<file path="src/hdl/ctsg_pkg.sv">
`default_nettype none

package ctsg_pkg;

  // Default build values for the top-level parameters.
  localparam int MAX_LINES_DEF = 64;
  localparam int FRAC_BITS_DEF = 16;

  // Configuration port geometry: four 32-bit registers at byte offsets 0..12.
  localparam int APB_AW = 4;
  localparam int APB_DW = 32;

  // Register indexes, taken from paddr[3:2].
  typedef enum logic [1:0] {
    REG_CLIP_LEFT   = 2'd0,
    REG_CLIP_RIGHT  = 2'd1,
    REG_CLIP_TOP    = 2'd2,
    REG_CLIP_BOTTOM = 2'd3
  } reg_idx_e;

  // Controller states.
  typedef enum logic {
    ST_IDLE = 1'b0,
    ST_RUN  = 1'b1
  } ctrl_state_e;

  // One trapezoid as it enters the block.
  typedef struct packed {
    logic signed [31:0] edge_a_x;
    logic signed [31:0] edge_b_x;
    logic signed [31:0] edge_a_step;
    logic signed [31:0] edge_b_step;
    logic signed [15:0] start_row;
    logic        [6:0]  line_count;
  } in_t;

  // One span result.
  typedef struct packed {
    logic               draw;
    logic signed [15:0] span_x;
    logic signed [15:0] span_row;
    logic        [15:0] span_width;
    logic               last;
    logic signed [31:0] end_a_x;
    logic signed [31:0] end_b_x;
    logic signed [15:0] end_row;
  } out_t;

  // Clip rectangle as held by the register file.
  typedef struct packed {
    logic signed [15:0] left;
    logic signed [15:0] right;
    logic signed [15:0] top;
    logic signed [15:0] bottom;
  } clip_t;

  // Commands from the controller to the datapath.
  typedef struct packed {
    logic load;   // capture a new trapezoid
    logic issue;  // start one line in the first stage
    logic last;   // the issued line is the final one
    logic empty;  // trapezoid has a zero line count
    logic adv2;   // first stage moves into the second
    logic adv3;   // second stage moves into the output register
  } ctrl_cmd_t;

endpackage

`default_nettype wire

</file>
<file path="src/hdl/ctsg_regs.sv">
`default_nettype none

module ctsg_regs
  import ctsg_pkg::*;
(
  input  wire logic              clk_i,
  input  wire logic              rst_ni,
  input  wire logic              psel,
  input  wire logic              penable,
  input  wire logic              pwrite,
  input  wire logic [APB_AW-1:0] paddr,
  input  wire logic [APB_DW-1:0] pwdata,
  output logic      [APB_DW-1:0] prdata,
  output logic                   pready,
  output clip_t                  clip_o
);

  clip_t    clip_q, clip_d;
  reg_idx_e idx;
  logic     wr_en;

  assign idx   = reg_idx_e'(paddr[3:2]);
  assign wr_en = psel & penable & pwrite;
  assign pready = 1'b1;

  // Register write decode.
  always_comb begin
    clip_d = clip_q;
    if (wr_en) begin
      unique case (idx)
        REG_CLIP_LEFT:   clip_d.left   = pwdata[15:0];
        REG_CLIP_RIGHT:  clip_d.right  = pwdata[15:0];
        REG_CLIP_TOP:    clip_d.top    = pwdata[15:0];
        REG_CLIP_BOTTOM: clip_d.bottom = pwdata[15:0];
        default:         clip_d = clip_q;
      endcase
    end
  end

  always_ff @(posedge clk_i or negedge rst_ni) begin
    if (!rst_ni) begin
      clip_q <= '0;
    end else begin
      clip_q <= clip_d;
    end
  end

  // Read mux; values come back sign-extended.
  always_comb begin
    unique case (idx)
      REG_CLIP_LEFT:   prdata = APB_DW'(clip_q.left);
      REG_CLIP_RIGHT:  prdata = APB_DW'(clip_q.right);
      REG_CLIP_TOP:    prdata = APB_DW'(clip_q.top);
      REG_CLIP_BOTTOM: prdata = APB_DW'(clip_q.bottom);
      default:         prdata = '0;
    endcase
  end

  assign clip_o = clip_q;

endmodule

`default_nettype wire

</file>
<file path="src/hdl/ctsg_ctrl.sv">
`default_nettype none

module ctsg_ctrl
  import ctsg_pkg::*;
#(
  parameter int MAX_LINES = MAX_LINES_DEF
) (
  input  wire logic       clk_i,
  input  wire logic       rst_ni,
  input  wire logic       in_valid_i,
  output logic            in_ready_o,
  input  wire logic [6:0] line_count_i,
  output logic            out_valid_o,
  input  wire logic       out_ready_i,
  output ctrl_cmd_t       cmd_o
);

  localparam int LCW = $clog2(MAX_LINES + 1);

  ctrl_state_e    state_q, state_d;
  logic [LCW-1:0] lines_q, lines_d;
  logic           zero_q, zero_d;
  logic           v1_q, v1_d, v2_q, v2_d, v3_q, v3_d;
  logic           accept;
  logic [LCW-1:0] count_sat;
  logic           run;

  // Line count saturated to the build limit.
  assign count_sat = (line_count_i > 7'(MAX_LINES)) ? LCW'(MAX_LINES)
                                                    : LCW'(line_count_i);

  // Next-state logic.
  always_comb begin
    state_d = state_q;
    unique case (state_q)
      ST_IDLE: begin
        if (in_valid_i) state_d = ST_RUN;
      end
      ST_RUN: begin
        if (cmd_o.issue && cmd_o.last) state_d = ST_IDLE;
      end
      default: state_d = ST_IDLE;
    endcase
  end

  // Output and command logic; the three pipeline stages advance when the
  // stage ahead is empty or is emptying in this cycle.
  always_comb begin
    run         = (state_q == ST_RUN);
    in_ready_o  = (state_q == ST_IDLE);
    accept      = in_valid_i && in_ready_o;
    cmd_o.adv3  = v2_q && (!v3_q || out_ready_i);
    cmd_o.adv2  = v1_q && (!v2_q || cmd_o.adv3);
    cmd_o.issue = run && (!v1_q || cmd_o.adv2);
    cmd_o.load  = accept;
    cmd_o.empty = zero_q;
    cmd_o.last  = zero_q || (lines_q == LCW'(1));
    out_valid_o = v3_q;
  end

  // Stage valid bits and the line counter.
  always_comb begin
    v1_d    = cmd_o.issue ? 1'b1 : (cmd_o.adv2 ? 1'b0 : v1_q);
    v2_d    = cmd_o.adv2 ? 1'b1 : (cmd_o.adv3 ? 1'b0 : v2_q);
    v3_d    = cmd_o.adv3 ? 1'b1 : (out_ready_i ? 1'b0 : v3_q);
    lines_d = lines_q;
    zero_d  = zero_q;
    if (accept) begin
      lines_d = count_sat;
      zero_d  = (count_sat == '0);
    end else if (cmd_o.issue && !zero_q) begin
      lines_d = lines_q - LCW'(1);
    end
  end

  always_ff @(posedge clk_i or negedge rst_ni) begin
    if (!rst_ni) begin
      state_q <= ST_IDLE;
      lines_q <= '0;
      zero_q  <= 1'b0;
      v1_q    <= 1'b0;
      v2_q    <= 1'b0;
      v3_q    <= 1'b0;
    end else begin
      state_q <= state_d;
      lines_q <= lines_d;
      zero_q  <= zero_d;
      v1_q    <= v1_d;
      v2_q    <= v2_d;
      v3_q    <= v3_d;
    end
  end

  // An accepted trapezoid always starts line generation.
  a_accept_runs: assert property (@(posedge clk_i) disable iff (!rst_ni)
    accept |=> state_q == ST_RUN)
    else $error("accepted transaction did not start line generation");

  // Issuing the final line returns the controller to idle.
  a_last_idles: assert property (@(posedge clk_i) disable iff (!rst_ni)
    (cmd_o.issue && cmd_o.last) |=> state_q == ST_IDLE)
    else $error("controller kept running after the final line");

  // While running, a non-empty trapezoid has lines left.
  a_lines_left: assert property (@(posedge clk_i) disable iff (!rst_ni)
    (state_q == ST_RUN && !zero_q) |-> lines_q != '0)
    else $error("running with no lines left");

  // The counter never exceeds the build limit.
  a_lines_max: assert property (@(posedge clk_i) disable iff (!rst_ni)
    lines_q <= LCW'(MAX_LINES))
    else $error("line counter above limit");

  // A stalled result is held until taken.
  a_out_hold: assert property (@(posedge clk_i) disable iff (!rst_ni)
    (v3_q && !out_ready_i) |=> v3_q && !$past(cmd_o.adv3))
    else $error("stalled result was replaced");

endmodule

`default_nettype wire

</file>
<file path="src/hdl/ctsg_dp.sv">
`default_nettype none

module ctsg_dp
  import ctsg_pkg::*;
#(
  parameter int FRAC_BITS = FRAC_BITS_DEF
) (
  input  wire logic      clk_i,
  input  wire in_t       in_data_i,
  input  wire clip_t     clip_i,
  input  wire ctrl_cmd_t cmd_i,
  output out_t           out_data_o
);

  // Width of a rounded pixel and of the common compare width with the clips.
  localparam int RW = 33 - FRAC_BITS;
  localparam int CW = (RW > 16) ? RW : 16;

  // Walking edge state.
  logic signed [31:0] cur_a_q, cur_b_q, step_a_q, step_b_q;
  logic signed [15:0] cur_row_q;
  logic signed [31:0] next_a, next_b;
  logic signed [15:0] next_row;

  // Stage 1: rounded edges.
  logic signed [CW-1:0] s1_pa_q, s1_pb_q;
  logic signed [15:0]   s1_row_q;
  logic                 s1_in_q, s1_last_q;
  logic signed [31:0]   s1_end_a_q, s1_end_b_q;
  logic signed [15:0]   s1_end_row_q;

  // Stage 2: ordered edges.
  logic signed [CW-1:0] s2_lo_q, s2_hi_q;
  logic signed [15:0]   s2_row_q;
  logic                 s2_in_q, s2_last_q;
  logic signed [31:0]   s2_end_a_q, s2_end_b_q;
  logic signed [15:0]   s2_end_row_q;

  out_t out_q;

  logic signed [32:0]   sum_a, sum_b;
  logic signed [CW-1:0] pa, pb;
  logic                 row_in;
  logic signed [CW-1:0] clip_l, clip_r, lo_c, hi_c;
  logic signed [CW:0]   diff;
  logic                 draw;

  assign next_a   = cur_a_q + step_a_q;
  assign next_b   = cur_b_q + step_b_q;
  assign next_row = cur_row_q + 16'sd1;

  // Round to nearest pixel: add one half, then arithmetic shift.
  always_comb begin
    sum_a  = 33'(cur_a_q) + (33'sd1 <<< (FRAC_BITS - 1));
    sum_b  = 33'(cur_b_q) + (33'sd1 <<< (FRAC_BITS - 1));
    pa     = CW'($signed(sum_a[32:FRAC_BITS]));
    pb     = CW'($signed(sum_b[32:FRAC_BITS]));
    row_in = !cmd_i.empty && (cur_row_q >= clip_i.top) && (cur_row_q < clip_i.bottom);
  end

  // Edge state: loaded per trapezoid, stepped once per issued line of a non-empty trapezoid.
  always_ff @(posedge clk_i) begin
    if (cmd_i.load) begin
      cur_a_q   <= in_data_i.edge_a_x;
      cur_b_q   <= in_data_i.edge_b_x;
      step_a_q  <= in_data_i.edge_a_step;
      step_b_q  <= in_data_i.edge_b_step;
      cur_row_q <= in_data_i.start_row;
    end else if (cmd_i.issue && !cmd_i.empty) begin
      cur_a_q   <= next_a;
      cur_b_q   <= next_b;
      cur_row_q <= next_row;
    end
  end

  // Stage 1 register; end fields are only carried on the final line.
  always_ff @(posedge clk_i) begin
    if (cmd_i.issue) begin
      s1_pa_q   <= pa;
      s1_pb_q   <= pb;
      s1_row_q  <= cur_row_q;
      s1_in_q   <= row_in;
      s1_last_q <= cmd_i.last;
      if (!cmd_i.last) begin
        s1_end_a_q   <= '0;
        s1_end_b_q   <= '0;
        s1_end_row_q <= '0;
      end else if (cmd_i.empty) begin
        s1_end_a_q   <= cur_a_q;
        s1_end_b_q   <= cur_b_q;
        s1_end_row_q <= cur_row_q;
      end else begin
        s1_end_a_q   <= next_a;
        s1_end_b_q   <= next_b;
        s1_end_row_q <= next_row;
      end
    end
  end

  // Stage 2: put the smaller edge first.
  always_ff @(posedge clk_i) begin
    if (cmd_i.adv2) begin
      if (s1_pb_q < s1_pa_q) begin
        s2_lo_q <= s1_pb_q;
        s2_hi_q <= s1_pa_q;
      end else begin
        s2_lo_q <= s1_pa_q;
        s2_hi_q <= s1_pb_q;
      end
      s2_row_q     <= s1_row_q;
      s2_in_q      <= s1_in_q;
      s2_last_q    <= s1_last_q;
      s2_end_a_q   <= s1_end_a_q;
      s2_end_b_q   <= s1_end_b_q;
      s2_end_row_q <= s1_end_row_q;
    end
  end

  // Stage 3: clamp to the clip columns and measure the span.
  always_comb begin
    clip_l = CW'(clip_i.left);
    clip_r = CW'(clip_i.right);
    lo_c   = (s2_lo_q < clip_l) ? clip_l : s2_lo_q;
    hi_c   = (s2_hi_q > clip_r) ? clip_r : s2_hi_q;
    diff   = (CW+1)'(hi_c) - (CW+1)'(lo_c);
    draw   = s2_in_q && (lo_c < hi_c);
  end

  // Output register.
  always_ff @(posedge clk_i) begin
    if (cmd_i.adv3) begin
      out_q.draw       <= draw;
      out_q.span_x     <= draw ? lo_c[15:0] : 16'sd0;
      out_q.span_row   <= s2_row_q;
      out_q.span_width <= draw ? diff[15:0] : 16'd0;
      out_q.last       <= s2_last_q;
      out_q.end_a_x    <= s2_end_a_q;
      out_q.end_b_x    <= s2_end_b_q;
      out_q.end_row    <= s2_end_row_q;
    end
  end

  assign out_data_o = out_q;

endmodule

`default_nettype wire

</file>
<file path="src/hdl/clipped_trapezoid_span_gen.sv">
`default_nettype none
// An accepted trapezoid loads the single edge walker; each line goes through
// the first stage, the second stage and the output register, one span and one
// walker step per cycle unless the output stalls. A trapezoid of n lines (n
// saturated to MAX_LINES, zero counted as one) blocks input until fully issued.
// Reset: rst_ni is asynchronous, active low; it clears the clip registers to
// zero, the controller to idle and all pipeline valid bits.

module clipped_trapezoid_span_gen
  import ctsg_pkg::*;
#(
  parameter int MAX_LINES = MAX_LINES_DEF,
  parameter int FRAC_BITS = FRAC_BITS_DEF
) (
  input  wire logic              clk_i,
  input  wire logic              rst_ni,
  input  wire logic              in_valid_i,
  output logic                   in_ready_o,
  input  wire in_t               in_data_i,
  output logic                   out_valid_o,
  input  wire logic              out_ready_i,
  output out_t                   out_data_o,
  input  wire logic              psel,
  input  wire logic              penable,
  input  wire logic              pwrite,
  input  wire logic [APB_AW-1:0] paddr,
  input  wire logic [APB_DW-1:0] pwdata,
  output logic      [APB_DW-1:0] prdata,
  output logic                   pready
);

  clip_t     clip;
  ctrl_cmd_t cmd;

  ctsg_regs u_regs (
    .clk_i   (clk_i),
    .rst_ni  (rst_ni),
    .psel    (psel),
    .penable (penable),
    .pwrite  (pwrite),
    .paddr   (paddr),
    .pwdata  (pwdata),
    .prdata  (prdata),
    .pready  (pready),
    .clip_o  (clip)
  );

  ctsg_ctrl #(
    .MAX_LINES (MAX_LINES)
  ) u_ctrl (
    .clk_i        (clk_i),
    .rst_ni       (rst_ni),
    .in_valid_i   (in_valid_i),
    .in_ready_o   (in_ready_o),
    .line_count_i (in_data_i.line_count),
    .out_valid_o  (out_valid_o),
    .out_ready_i  (out_ready_i),
    .cmd_o        (cmd)
  );

  ctsg_dp #(
    .FRAC_BITS (FRAC_BITS)
  ) u_dp (
    .clk_i      (clk_i),
    .in_data_i  (in_data_i),
    .clip_i     (clip),
    .cmd_i      (cmd),
    .out_data_o (out_data_o)
  );

endmodule

`default_nettype wire

</file>
<file path="config.mk">
export PLATFORM = sky130hd
export DESIGN_NAME = clipped_trapezoid_span_gen
export DESIGN_NICKNAME = d
export VERILOG_FILES = /design/src/hdl/ctsg_pkg.sv /design/src/hdl/ctsg_regs.sv /design/src/hdl/ctsg_ctrl.sv /design/src/hdl/ctsg_dp.sv /design/src/hdl/clipped_trapezoid_span_gen.sv
export SDC_FILE = /design/constraint.sdc
export NUM_CORES = 1
export LEC_CHECK = 0
export ABC_AREA = 0
export BUFFER_PORTS_ARGS = -buffer_cell sky130_fd_sc_hd__buf_2
export CORE_ASPECT_RATIO = 0.8
export CORE_MARGIN = 8
export CORE_UTILIZATION = 38
export DETAILED_ROUTE_END_ITERATION = 8
export MAX_ROUTING_LAYER = met4
export SLEW_MARGIN = 20
export SYNTH_ARGS = -nofsm -noshare
export SYNTH_HDL_FRONTEND = slang
export SYNTH_SLANG_ARGS = --single-unit
</file>
<file path="constraint.sdc">
create_clock -name clk_i -period 8.15 [get_ports clk_i]
set_clock_uncertainty 0.05 [all_clocks]
set_input_delay 0.4075 -clock clk_i [delete_from_list [all_inputs] [get_ports clk_i]]
set_output_delay 0.4075 -clock clk_i [all_outputs]
set_load 0.02 [all_outputs]
</file>
Yosys cells after proc, flatten, opt, wreduce, memory -nomap -nowiden --
Cells that the tools add are included.
Storage, ports and cells: memory bits (read-only) 0, output and inout port bits 165, bits in registers 614, input port bits 194, memories 0, memory bits (writable) 0, latch bits 0, word-level logic and storage cells 113
Operators by class: reductions and logical operators 27, shift operators 0, $mul 0, divide/modulo/power cells 0, equal/unequal tests 4, bitwise operators 3, add/sub/neg operators 7, mux-type cells 26, magnitude comparators 7
Operators with widths (number):
- 32-bit two-way mux | 6
- 32-bit case mux with 4 select lines | 1
- 17-bit two-way mux | 4
- 32-bit by 17-bit adder with 33-bit output, second input constant | 2
- 32-bit adder | 2
- 16-bit two-way mux | 3
- 17-bit less-than comparator | 2
- 7-bit two-way mux | 3
- 17-bit by 16-bit greater-than comparator with 1-bit output | 1
- 17-bit by 16-bit less-than comparator with 1-bit output | 1
- 16-bit by 2-bit adder with 16-bit output, second input constant | 1
- 16-bit greater-or-equal comparator | 1
- 16-bit less-than comparator | 1
- 16-bit subtractor | 1
- 1-bit logical AND | 9
- 1-bit two-way mux | 8
- 2-bit AND reduction | 4
- 2-bit nonzero test | 4
- 7-bit by 1-bit == test with 1-bit output, second input constant | 1
- 7-bit greater-than comparator, second input constant | 1
- 7-bit logical NOT | 1
- 7-bit by 1-bit subtractor with 7-bit output, second input constant | 1
- 2-bit == test, second input constant | 2
- 1-bit logical NOT | 4
- other kinds (6) | 10

Depth between registers and ports, before layout --
depth in word-level cells 10, mapped depth 23, gate-level depth less buffers 21

Hierarchy --
Synthesis repeated with hierarchy kept, for this count alone.
Unflattened totals: cells, all modules 2343, area, all modules 30082.6 um^2
By module, submodules not included:
- ctsg_dp | cells each 2089, sequential area each 16155.5 um^2, instances 1, area each 26365.3 um^2
- ctsg_regs | cells each 179, sequential area each 1601.5 um^2, instances 1, area each 3001.6 um^2
- ctsg_ctrl | cells each 75, sequential area each 300.3 um^2, instances 1, area each 715.7 um^2

Worst setup path before layout --
No wires, ideal clock.
path kind flip-flop to flip-flop, start point reg u_ctrl.v3_q (netlist: u_ctrl.out_valid_o), end point reg u_dp.out_q, in the netlist u_dp.out_data_o[0] (enable), path slack 1072 ps, cell stages (with the launch flop) 3, data arrival time 6391 ps, setup time 637 ps, clock period less this slack 7078 ps, data required time 7463 ps, path buffers 0, path through dfrtp_1 > nor2b_1 > nor2b_1
RTL lines:
- start, declared | line ctsg_ctrl.sv:23 | logic v1_q, v1_d, v2_q, v2_d, v3_q, v3_d;
- start signal, assigned | line ctsg_ctrl.sv:90 | v3_q <= v3_d;
- end, declared | line ctsg_dp.sv:39 | out_t out_q;

Final worst setup path --
start point reg u_regs.clip_q, in the netlist u_regs.clip_o[34], end point reg u_dp.out_q, in the netlist u_dp.out_data_o[82], data pin
On the way: cells in the longest elaborated chain, start to end 4, elaborated cells between the ends (all ways) 5, those cells by class 1 x add/sub; 2 x order compare; 1 x mux; 1 x reduce/logical
RTL lines:
- start, declared | line ctsg_regs.sv:18 | clip_t clip_q, clip_d;
- start signal, assigned | line ctsg_regs.sv:44 | clip_q <= clip_d;
- 17-bit by 16-bit greater-than comparator with 1-bit output | line ctsg_dp.sv:124 | hi_c = (s2_hi_q > clip_r) ? clip_r : s2_hi_q;
- 17-bit two-way mux (*) | line ctsg_dp.sv:124
- 17-bit less-than comparator | line ctsg_dp.sv:126 | draw = s2_in_q && (lo_c < hi_c);
- 1-bit logical AND | line ctsg_dp.sv:126
Mark *: on every way between the ends. The rest lies on a longest branch, timed or not. A chain may end at the register's enable or synchronous reset.

==> flow_summary.yaml <==
timing:
  maxSlewHeadroom_pct: 25.04
  finalCritPeriodShare_pct: 69.21
  max_freq_ghz: 0.1773
  final-max-slew-violation-count: 0
  setup_violations: 0
  tightest_slew_ns: 1.120
  rsz0062_at_grt: "no"
  hold_viol: 0
  setup_tns_ns: 0
  finalCriticalPeriod_ns: 5.640
  timing.final.ws_setup_ns: 2.510
clocking:
  hold_buffers: 93
  cts_inserted_buffers: 67
  post_cts_buffers: 0
  h-tree-depth: 3
  postCtsResizedCells: 0
  clockRootBuffer: "clkbuf_16"
  cts.clk_slew.worst_paths_ns: 0.06
  cts_tree: "built"
  ctsLongestPathBuffers: 3
  clock-sinks: 614
  clock_latency_ns: 0.60
global_route:
  overflow: 0
  grt_pass1_wl_mm: 126.3
  antenna_found_initial: 2
  grt_max_degree: 236
  grt_pass1_vias: 21120
  grt_usage_pct: 18.59
floorplan:
  die_area_mm2: 0.08940
  chipWidth_um: 332.3
  io_pins: 359
  fp.dieH_um: 269.0
  initial_core_util_pct: 38.46
  core_area_mm2: 0.07908
  rows: 92
setup_path:
  crit_type: "flip-flop to flip-flop"
  end_kind: "flip-flop"
  worstReg2RegEnd: "u_dp.out_data_o[82]$_SDFFCE_PN0P_"
  required_ns: 8.52
  critPathArrivalTime_ns: 6.01
  reg2regPathDepth: 19
  start_kind: "flip-flop"
  r2r_slack_ns: 2.51
  r2r_start: "u_regs.clip_o[34]$_DFFE_PN0P_"
  crit_fanout: 32
min_path:
  min_from: "in_data_i[142]"
  hold_path_class: "primary input to flip-flop"
  min_path_cells: 3
  hold-path-endpoint: "u_dp.cur_a_q[23]$_DFFE_PP_"
synthesis:
  yosys_warnings: 0
  netlist_area_mm2: 0.03041
  syn_avg_cell_area_um2: 12.45
  yosysSeqAreaShare_pct: 59.37
  async_reset_ff_share_pct: 12.38
  syn_inst: 2442
  synth_edf_count: 538
  ys_seq_elements: 614
  synth_top_flop_cell: "edfxtp_1"
  synth.distinct_cells: 85
  syn-num-nets: 2818
route:
  avgRoutedWirePerCell_um: 21.15
  drt_wl_total_mm: 83.19
  drt_pass1_iterations: 7
  drcViolationCount: 0
  drtIter0Drc: 1596
  ant_nets: 0
  vias: 20990
  vias_per_cell: 5.338
cells_and_area:
  n_fill_cell: 7095
  area_growth_pct: 19.14
  mostFrequentLayoutCells: "edfxtp_1, buf_2, nand2_1"
  fin_util_pct: 45.82
  largest_register_ffs: 130
  drive_above_1_share_pct: 20.29
  mostFrequentLayoutCell: "edfxtp_1"
  nets: 3223
power_and_ir_drop:
  max-vdd-ir-drop_mv: 0.2205
  powerDensity_mw_per_mm2: 448.3
  p_leak_uw: 0.01435
placement:
  portBuffers: 339
  dp_slack_ns: 2.618
  dp_hpwl_mm: 59.77
  gp_congestion: 0.8909
outcome:
  status: "finished clean"
job:
  max-cap-violations: 0
through the flow:
step | hold WS (ns) | area, µm² | instances | power, µW
after CTS | 0.0002570 | 36190 | 3930 | 16330
final | 0.04475 | 36240 | 3933 | 16240
after floorplan | 0.06191 | 30410 | 2442 | 10970
after global placement | 0.1573 | 33070 | 3717 | 13020
after detailed placement | 0.1592 | 33070 | 3717 | 13160
after global routing | 0.02304 | 36240 | 3933 | 17330
per-layer routing:
metal  track usage [%]  share of wire (%)
met3             2.678                4.9
met5                 -                  0
met1             25.00                 46
met2             29.88                 47
met4             4.506                1.8
final cells by class:
cell class	instances	area [µm²]	share of cell area, %
Tap cell	1034	1294	3.570
Clock inverter	35	372.9	1.029
Clock buffer	85	1818	5.017
Multi-Input combinational cell	1591	11420	31.51
Sequential cell	614	18060	49.84
Antenna cell	1	2.502	0.006906
Inverter	123	466.7	1.288
Timing Repair Buffer	450	2801	7.731
worst max-delay path: stages (launching register included):
cell	delay [ns]
dfrtp_1	0.47
inv_1	0.08
ha_1	0.31
a21o_1	0.19
a21o_1	0.17
a211oi_1	0.22
o21ai_1	0.09
a2111oi_0	0.43
a21oi_1	0.13
nand2_2	0.66
mux2_1	0.40
ha_1	0.39
a21o_1	0.22
a21o_1	0.17
a21oi_1	0.20
a211oi_1	0.14
a2111oi_2	0.43
o2111ai_2	0.19
buf_4	0.27
a21boi_0	0.20
report_power, final:
| group | switching, µW | internal (µW) |
|---|---|---|
| combinational | 4290 | 2700 |
| clock | 1260 | 1780 |
| sequential | 937 | 5270 |
| total | 6490 | 9750 |
Yosys cell counts (30+ instances only):
cell / count / area, µm²
and3_1: 30 / 187.7
edfxtp_1: 538 / 16160
clkbuf_1: 72 / 270.3
ha_1: 179 / 2240
o21ai_0: 234 / 1171
xnor2_1: 70 / 613.1
inv_1: 123 / 461.7
a21o_1: 66 / 495.5
nor3_1: 32 / 160.2
xor2_1: 52 / 455.4
a21oi_1: 118 / 590.6
mux2_2: 72 / 810.8
nand3_1: 55 / 275.3
dfrtp_1: 76 / 1902
nor2_1: 63 / 236.5
nand2_1: 264 / 991.0
how the worst max path moves through the flow:
stage                                                    to  slack [ns]                      startpoint  depth (start not counted)
after detailed placement  u_dp.out_data_o[82]$_SDFFCE_PN0P_        2.62   u_regs.clip_o[34]$_DFFE_PN0P_                         19
after CTS                 u_dp.out_data_o[82]$_SDFFCE_PN0P_        2.57   u_regs.clip_o[34]$_DFFE_PN0P_                         19
after floorplan                u_dp.out_data_o[0]$_DFFE_PP_        1.07  u_ctrl.out_valid_o$_DFFE_PN0P_                          2
after global placement    u_dp.out_data_o[82]$_SDFFCE_PN0P_        2.63   u_regs.clip_o[34]$_DFFE_PN0P_                         19
after global routing      u_dp.out_data_o[95]$_SDFFCE_PN0P_        2.04   u_regs.clip_o[34]$_DFFE_PN0P_                         21
final                     u_dp.out_data_o[82]$_SDFFCE_PN0P_        2.51   u_regs.clip_o[34]$_DFFE_PN0P_                         19
cells by family after synthesis:
kind of cell / share of synthesized area [%]
simple gates: 8.870
flops: 59.37
mux: 4.998
xor+xnor: 3.587
other cells: 0.01233
buf+inv: 3.312
fa+ha+maj: 7.561
compound gates: 12.29
Power figures use the tool's default switching activity.
